==> src/hw/rtl/acc_calc_pkg.sv <==
`default_nettype none
package acc_calc_pkg;

  typedef enum logic [2:0] {
    OP_ADD = 3'd0,
    OP_SUB = 3'd1,
    OP_MUL = 3'd2,
    OP_DIV = 3'd3,
    OP_MOD = 3'd4,
    OP_POW = 3'd5,
    OP_CLR = 3'd6,
    OP_NOP = 3'd7
  } op_t;

  localparam int unsigned OP_W = 3;
  localparam int unsigned IO_W = 64;

endpackage
`default_nettype wire

==> src/hw/rtl/acc_calc_mul.sv <==
`default_nettype none
// shift-add multiplier, one operand bit per cycle, low product bits only
module acc_calc_mul
  import acc_calc_pkg::*;
#(
  parameter int unsigned W = 64
) (
  input  wire logic         clk,
  input  wire logic         rst_n,
  input  wire logic         start,
  input  wire logic [W-1:0] a,
  input  wire logic [W-1:0] b,
  output logic              done,
  output logic [W-1:0]      prod
);
  localparam int unsigned CW = $clog2(W + 1);

  logic         busy_r;
  logic [CW-1:0] cnt_r;
  logic [W-1:0] a_r;
  logic [W-1:0] b_r;
  logic [W-1:0] p_r;

  assign prod = p_r;

  // one add per cycle
  always_ff @(posedge clk) begin
    if (!rst_n) begin
      busy_r <= 1'b0;
      done   <= 1'b0;
      cnt_r  <= '0;
    end else begin
      done <= 1'b0;
      if (start) begin
        busy_r <= 1'b1;
        cnt_r  <= '0;
        a_r    <= a;
        b_r    <= b;
        p_r    <= '0;
      end else if (busy_r) begin
        if (b_r[0]) p_r <= p_r + a_r;
        a_r   <= a_r << 1;
        b_r   <= b_r >> 1;
        cnt_r <= cnt_r + 1'b1;
        if (cnt_r == CW'(W - 1)) begin
          busy_r <= 1'b0;
          done   <= 1'b1;
        end
      end
    end
  end
endmodule
`default_nettype wire

==> src/hw/rtl/acc_calc_div.sv <==
`default_nettype none
// restoring divider on magnitudes, one quotient bit per cycle
module acc_calc_div
  import acc_calc_pkg::*;
#(
  parameter int unsigned W = 64
) (
  input  wire logic         clk,
  input  wire logic         rst_n,
  input  wire logic         start,
  input  wire logic [W-1:0] num,
  input  wire logic [W-1:0] den,
  output logic              done,
  output logic [W-1:0]      quo,
  output logic [W-1:0]      rem
);
  localparam int unsigned CW = $clog2(W + 1);

  logic          busy_r;
  logic [CW-1:0] cnt_r;
  logic [W-1:0]  q_r;
  logic [W-1:0]  r_r;
  logic [W-1:0]  d_r;
  logic [W:0]    trial;
  logic [W:0]    diff;

  assign quo   = q_r;
  assign rem   = r_r;
  assign trial = {r_r, q_r[W-1]};
  assign diff  = trial - {1'b0, d_r};

  always_ff @(posedge clk) begin
    if (!rst_n) begin
      busy_r <= 1'b0;
      done   <= 1'b0;
      cnt_r  <= '0;
    end else begin
      done <= 1'b0;
      if (start) begin
        busy_r <= 1'b1;
        cnt_r  <= '0;
        q_r    <= num;
        r_r    <= '0;
        d_r    <= den;
      end else if (busy_r) begin
        if (!diff[W]) begin
          r_r <= diff[W-1:0];
          q_r <= {q_r[W-2:0], 1'b1};
        end else begin
          r_r <= trial[W-1:0];
          q_r <= {q_r[W-2:0], 1'b0};
        end
        cnt_r <= cnt_r + 1'b1;
        if (cnt_r == CW'(W - 1)) begin
          busy_r <= 1'b0;
          done   <= 1'b1;
        end
      end
    end
  end
endmodule
`default_nettype wire

==> src/hw/rtl/accumulator_calculator_top.sv <==
`default_nettype none
// signed accumulator calculator
// input channel: in_valid/in_stall with in_opcode and in_operand; one
// transaction updates the accumulator with add, subtract, multiply, divide,
// modulo, power, clear or no change.
// output channel: out_valid/out_stall with out_acc_value (new accumulator,
// sign-extended to 64 bits) and out_status (1 when divide or modulo by zero
// was ignored).
// path from input to output handshake: add, sub, clear, no change and
// divide or modulo by zero go from the execute state to the output state;
// multiply, divide and modulo wait on the one-bit-per-cycle multiplier and
// divider, the multiplier being shared with power. power runs one multiply
// on it per set exponent bit and one square per bit below the top set bit;
// a negative or zero exponent goes straight to the output state.
// one transaction at a time: in_stall is high from acceptance until the
// result is taken, so the next transaction can be accepted in the cycle after that.
// reset clears the accumulator to zero, drops out_valid and holds in_stall.
// a stalled result holds on the output port until taken.
module accumulator_calculator_top
  import acc_calc_pkg::*;
#(
  parameter int unsigned DATA_WIDTH = 64
) (
  input  wire logic                   clk,
  input  wire logic                   rst_n,
  input  wire logic                   in_valid,
  output logic                        in_stall,
  input  wire logic [OP_W-1:0]        in_opcode,
  input  wire logic signed [IO_W-1:0] in_operand,
  output logic                        out_valid,
  input  wire logic                   out_stall,
  output logic signed [IO_W-1:0]      out_acc_value,
  output logic                        out_status
);
  localparam int unsigned W = DATA_WIDTH;

  typedef enum logic [2:0] {
    S_IDLE, S_EXEC, S_MUL, S_DIV, S_PSQ, S_PMUL, S_OUT
  } state_t;

  state_t       state_r;
  logic [W-1:0] acc_r;
  logic [W-1:0] b_r;
  logic [W-1:0] e_r;
  logic [W-1:0] base_r;
  logic [OP_W-1:0] op_r;
  logic         st_r;
  logic         an_r;
  logic         bn_r;

  logic         mul_start;
  logic [W-1:0] mul_a;
  logic [W-1:0] mul_b;
  logic         mul_done;
  logic [W-1:0] mul_p;
  logic         div_start;
  logic         div_done;
  logic [W-1:0] div_q;
  logic [W-1:0] div_rm;
  logic [W-1:0] mag_a;
  logic [W-1:0] mag_b;

  assign mag_a = acc_r[W-1] ? -acc_r : acc_r;
  assign mag_b = b_r[W-1] ? -b_r : b_r;

  acc_calc_mul #(.W(W)) u_mul (
    .clk(clk), .rst_n(rst_n), .start(mul_start), .a(mul_a), .b(mul_b),
    .done(mul_done), .prod(mul_p)
  );

  acc_calc_div #(.W(W)) u_div (
    .clk(clk), .rst_n(rst_n), .start(div_start), .num(mag_a), .den(mag_b),
    .done(div_done), .quo(div_q), .rem(div_rm)
  );

  assign in_stall      = !rst_n || (state_r != S_IDLE);
  assign out_valid     = (state_r == S_OUT);
  assign out_acc_value = IO_W'(signed'(acc_r));
  assign out_status    = st_r;

  // multiplier operand selection
  always_comb begin
    mul_a = acc_r;
    mul_b = b_r;
    if (state_r == S_PSQ) begin
      mul_a = base_r;
      mul_b = base_r;
    end else if (state_r == S_PMUL) begin
      mul_a = acc_r;
      mul_b = base_r;
    end
  end

  logic started_r;
  assign mul_start = !started_r &&
                     (state_r == S_MUL || state_r == S_PSQ || state_r == S_PMUL);
  assign div_start = !started_r && (state_r == S_DIV);

  // sequencer
  always_ff @(posedge clk) begin
    if (!rst_n) begin
      state_r   <= S_IDLE;
      acc_r     <= '0;
      st_r      <= 1'b0;
      started_r <= 1'b0;
    end else begin
      case (state_r)
        S_IDLE: begin
          if (in_valid) begin
            op_r    <= in_opcode;
            b_r     <= in_operand[W-1:0];
            st_r    <= 1'b0;
            state_r <= S_EXEC;
          end
        end
        S_EXEC: begin
          started_r <= 1'b0;
          an_r      <= acc_r[W-1];
          bn_r      <= b_r[W-1];
          state_r   <= S_OUT;
          case (op_t'(op_r))
            OP_ADD: acc_r <= acc_r + b_r;
            OP_SUB: acc_r <= acc_r - b_r;
            OP_MUL: state_r <= S_MUL;
            OP_DIV, OP_MOD: begin
              if (b_r == '0) st_r <= 1'b1;
              else state_r <= S_DIV;
            end
            OP_POW: begin
              base_r <= acc_r;
              e_r    <= b_r;
              acc_r  <= W'(1);
              if (!b_r[W-1] && b_r != '0) state_r <= S_PMUL;
            end
            OP_CLR: acc_r <= '0;
            default: ;
          endcase
          if (op_t'(op_r) == OP_POW && !b_r[W-1] && b_r != '0 && !b_r[0])
            state_r <= S_PSQ;
        end
        S_MUL: begin
          started_r <= 1'b1;
          if (mul_done) begin
            acc_r     <= mul_p;
            started_r <= 1'b0;
            state_r   <= S_OUT;
          end
        end
        S_DIV: begin
          started_r <= 1'b1;
          if (div_done) begin
            started_r <= 1'b0;
            state_r   <= S_OUT;
            if (op_t'(op_r) == OP_DIV) acc_r <= (an_r != bn_r) ? -div_q : div_q;
            else acc_r <= an_r ? -div_rm : div_rm;
          end
        end
        // result times base when the current exponent bit is set
        S_PMUL: begin
          started_r <= 1'b1;
          if (mul_done) begin
            acc_r     <= mul_p;
            started_r <= 1'b0;
            state_r   <= (e_r[W-1:1] == '0) ? S_OUT : S_PSQ;
          end
        end
        // square the base and move to the next exponent bit
        S_PSQ: begin
          started_r <= 1'b1;
          if (mul_done) begin
            base_r    <= mul_p;
            e_r       <= e_r >> 1;
            started_r <= 1'b0;
            state_r   <= e_r[1] ? S_PMUL : S_PSQ;
          end
        end
        S_OUT: begin
          if (!out_stall) state_r <= S_IDLE;
        end
        default: state_r <= S_IDLE;
      endcase
    end
  end
endmodule
`default_nettype wire

==> config.mk <==
export PLATFORM = sky130hd
export DESIGN_NAME = accumulator_calculator_top
export DESIGN_NICKNAME = d
export VERILOG_FILES = /design/src/hw/rtl/acc_calc_pkg.sv /design/src/hw/rtl/acc_calc_mul.sv /design/src/hw/rtl/acc_calc_div.sv /design/src/hw/rtl/accumulator_calculator_top.sv
export SDC_FILE = /design/constraint.sdc
export NUM_CORES = 2
export LEC_CHECK = 0
export BUFFER_PORTS_ARGS = -buffer_cell sky130_fd_sc_hd__buf_2
export CAP_MARGIN = 25
export CORE_ASPECT_RATIO = 1.1
export CORE_MARGIN = 5
export CORE_UTILIZATION = 60
export DETAILED_ROUTE_END_ITERATION = 12
export GPL_TIMING_DRIVEN = 0
export PLACE_DENSITY = 0.77
export SYNTH_ARGS = -nofsm -noshare
export SYNTH_HDL_FRONTEND = slang
export SYNTH_SLANG_ARGS = --single-unit
==> constraint.sdc <==
create_clock -name clk -period 9.4 [get_ports clk]
set_input_delay 0.94 -clock clk [delete_from_list [all_inputs] [get_ports clk]]
set_output_delay 0.94 -clock clk [all_outputs]
set_load 0.01 [all_outputs]
==> reports/metrics.cfg <==
[power]
seq_power_share_pct=32.1
switching_power_mw=7.281
ir_worst_vdd_mv=0.2863
intPower_mw=8.643
p_leak_nw=19.81
switching_share_pct=45.72
power_mw=15.92
p_comb_share_pct=48.8
p_clk_share_pct=19.0
power.density_mw_per_mm2=317.9

[drt]
vias_per_cell=6.640
drtIter0Drc=5700
first_pass_iters=6
num_vias=42540
ant_nets=0
wirelength_mm=174.2
wl_per_cell_um=27.19
drc=0

[sta]
fin_crit_sh_pct=79.38
max_freq_mhz=134.0
period_minus_slack_ps=7461
layout_setup_ws_ps=1939
skew_ps=37.22
worst_pin_slew_ps=1093
finalSetupViolCount=0
rsz0062_at_grt=false
maxSlewHeadroom_pct=27.11
hold_violations=0
fin_tns_setup_ps=0
maxSlewViolCount=0

[finish]
area_growth_pct=10.54
nFillCells=6070
regArea_mm2=0.01916
finalNonFillerCells=6407
drive_gt1_share_pct=6.191
finalNetCount=5657
utilization_pct=67.02
multiInputGateArea_mm2=0.02450

[critical_path]
crit_fanout=7
reg2regPathDepth=19
cp-end-kind=flip-flop
r2r-start=b_r[0]$_DFFE_PP_
critPathLaunchType=flip-flop
path_delay_family=compound AO/OA/AOI/OAI gates
crit_required_ps=9860
arrival_ps=7920
crit_buf_inv=2
critical_path.slowest_cell=o41ai_1
slowest_delay_ps=890
crit_chain=inv_1 > ha_1 > nand3b_1 > or3_1 > or4_1 > o31ai_1 > xor2_1 > ha_1 > nand3_1 > nor3_1 > inv_1 > o31ai_1 > nor2_1 > o41ai_1 > a21boi_0 > o21ai_0 > a311oi_1 > mux2i_1 > o21ai_1
r2r_setup_slack_ps=1940
worstSetupPathType=reg -> reg
reg2reg_to=out_acc_value[63]$_SDFFE_PN0P_

[logic_synthesis]
synthAdderAreaFrac_pct=5.544
synth_compound_area_share_pct=19.42
postSynth.asyncResetShare_pct=0
synth_cell_types=94
post-synth-top-count-cell=nand2_1
synth_ff_type=edfxtp_1
synthMuxAreaShare_pct=1.107
yosys.area_share.simple_pct=18.75
synthCells=5154
synthesis.area_mm2=0.04532
synth_top_family_by_area=compound AO/OA/AOI/OAI gates
postSynthAreaPerCell_um2=8.793
syn_nets=5424
ys_warn_count=0
yosys_register_bits=667
synth-edff-count=580
synthTopCellsByArea=edfxtp_1, nand2_1, ha_1, xnor2_1, xor2_1
synth_top_area_share_pct=38.43
synthTopCellsByCount=nand2_1, edfxtp_1, nor2_1, o21ai_0, a21oi_1
synth-xor-area-share_pct=9.158
yosys.area.top_type=edfxtp_1
ys_seq_area_share_pct=42.27

[worst_hold_path]
hp-start=in_operand[10]
hold_end=b_r[10]$_DFFE_PP_
hold-path-cell-count=1
hold_path.class=in -> reg

[cts]
cts-resized-gates=0
post_cts_buffers=0
cts_sinks=667
clk_pin_slew_ps=60
clk_path_buf_depth=3
cts_tree=built
hold_buffers=0
clockRootBuffer=clkbuf_16
cts_made_buffers=72
h-tree-depth=3
clk_latency_ps=640

[global_route]
antenna_found_initial=10
grt_overflow_total=0
grt_usage_pct=41.26
grt_max_degree=88
grt_first_pass_wirelength_mm=251.0
grt_pass1_vias=39650

[die]
die_area_mm2=0.08113
row_count=105
initial_core_util_pct=60.63
io-pin-count=138
die_w_um=272.0
die_y_um=298.2
core_mm2=0.07475

[placed_design]
dp_cells=6276
io_buffers=137
hpwl_mm=137.8
detailedPlace.worstSlack_ps=2333
gp_congestion=1.090

[flow_run]
timing.max_cap.violations=0

[status]
run_status=finished, final reports clean

## cell type report
| class | instances | area share (%) |
|---|---|---|
| Multi-Input combinational cell | 4042 | 48.90 |
| Sequential cell | 667 | 38.24 |
| Clock buffer | 83 | 3.759 |
| Tap cell | 963 | 2.405 |
| Buffer | 310 | 2.385 |
| Timing Repair Buffer | 159 | 2.145 |
| Clock inverter | 47 | 1.131 |
| Inverter | 135 | 1.022 |
| Antenna cell | 1 | 0.004995 |
## flip-flops by register name (all words and copies together), names as in the netlist, 3 cells and up
register / count
u_mul.a_r: 64
b_r: 64
e_r: 63
base_r: 64
u_div.cnt_r: 7
u_div.quo: 64
u_div.rem: 64
u_mul.prod: 64
out_acc_value: 64
u_mul.b_r: 64
op_r: 3
u_div.d_r: 64
state_r: 3
u_mul.cnt_r: 7
## stage by stage
| stage | cell area, µm² | hold slack (ps) |
|---|---|---|
| after floorplan | 45320 | 424.4 |
| after global placement | 47210 | 429.1 |
| after detailed placement | 47640 | 447.8 |
| after CTS | 50090 | 448.3 |
| after global routing | 50090 | 466.5 |
| final | 50100 | 471.7 |
## worst register-to-register path, stage by stage, from the launching register on
cell      delay (ps)
edfxtp_1         700
inv_1            300
ha_1             250
nand3b_1         260
or3_1            470
or4_1            500
o31ai_1          270
xor2_1           120
ha_1             440
nand3_1          200
nor3_1           350
inv_1             80
o31ai_1          430
nor2_1           230
o41ai_1          890
a21boi_0         540
o21ai_0          560
a311oi_1         280
mux2i_1          260
o21ai_1          180
## cell families after synthesis
| logic type | count (synthesis) |
|---|---|
| AO/OA/AOI/OAI | 1391 |
| XOR/XNOR | 473 |
| adder cells (fa/ha/maj) | 199 |
| buffers and inverters | 445 |
| flip-flops | 667 |
| multiplexers | 50 |
| AND/OR/NAND/NOR | 1929 |
## worst max path at each step
stage                           from  cells past startpoint                              to
finish              b_r[0]$_DFFE_PP_                     19  out_acc_value[63]$_SDFFE_PN0P_
global route        b_r[0]$_DFFE_PP_                     19  out_acc_value[63]$_SDFFE_PN0P_
CTS                 b_r[0]$_DFFE_PP_                     19  out_acc_value[63]$_SDFFE_PN0P_
detailed placement  b_r[0]$_DFFE_PP_                     19  out_acc_value[63]$_SDFFE_PN0P_
global placement               rst_n                      4               e_r[56]$_DFFE_PP_
floorplan                      rst_n                      3             base_r[0]$_DFFE_PP_
## power groups by stage
stage | Sequential, mW | Combinational [mW] | Clock [mW]
4_1_cts | 5.02 | 7.56 | 3.02
5_1_grt | 5.11 | 8.39 | 3.13
6_report | 5.12 | 7.78 | 3.03
3_3_place_gp | 5.15 | 7.31 | 0
3_5_place_dp | 5.08 | 7.48 | 0
2_1_floorplan | 4.74 | 5.20 | 0
## cells in the final DEF (no fill, tap or decap), drive strengths merged, types with 55 or more instances in the layout
cell      n
a21o    127
a21oi   319
a31oi   162
buf     190
clkbuf  360
dfxtp    87
edfxtp  580
ha      196
inv     141
nand2   967
nand3    73
nand4    55
nor2    471
nor3     72
o21ai   362
o31ai    97
xnor2   246
xor2    227
## routing by layer
layer	track usage, %	share of wire, %	up-vias
li1	-	-	19170
met1	56.34	38	20100
met2	61.93	43	2783
met3	9.512	14	489
met4	20.96	6.0	2
met5	0	0.0040	-
No activity file was read; power rests on OpenSTA's default activity.
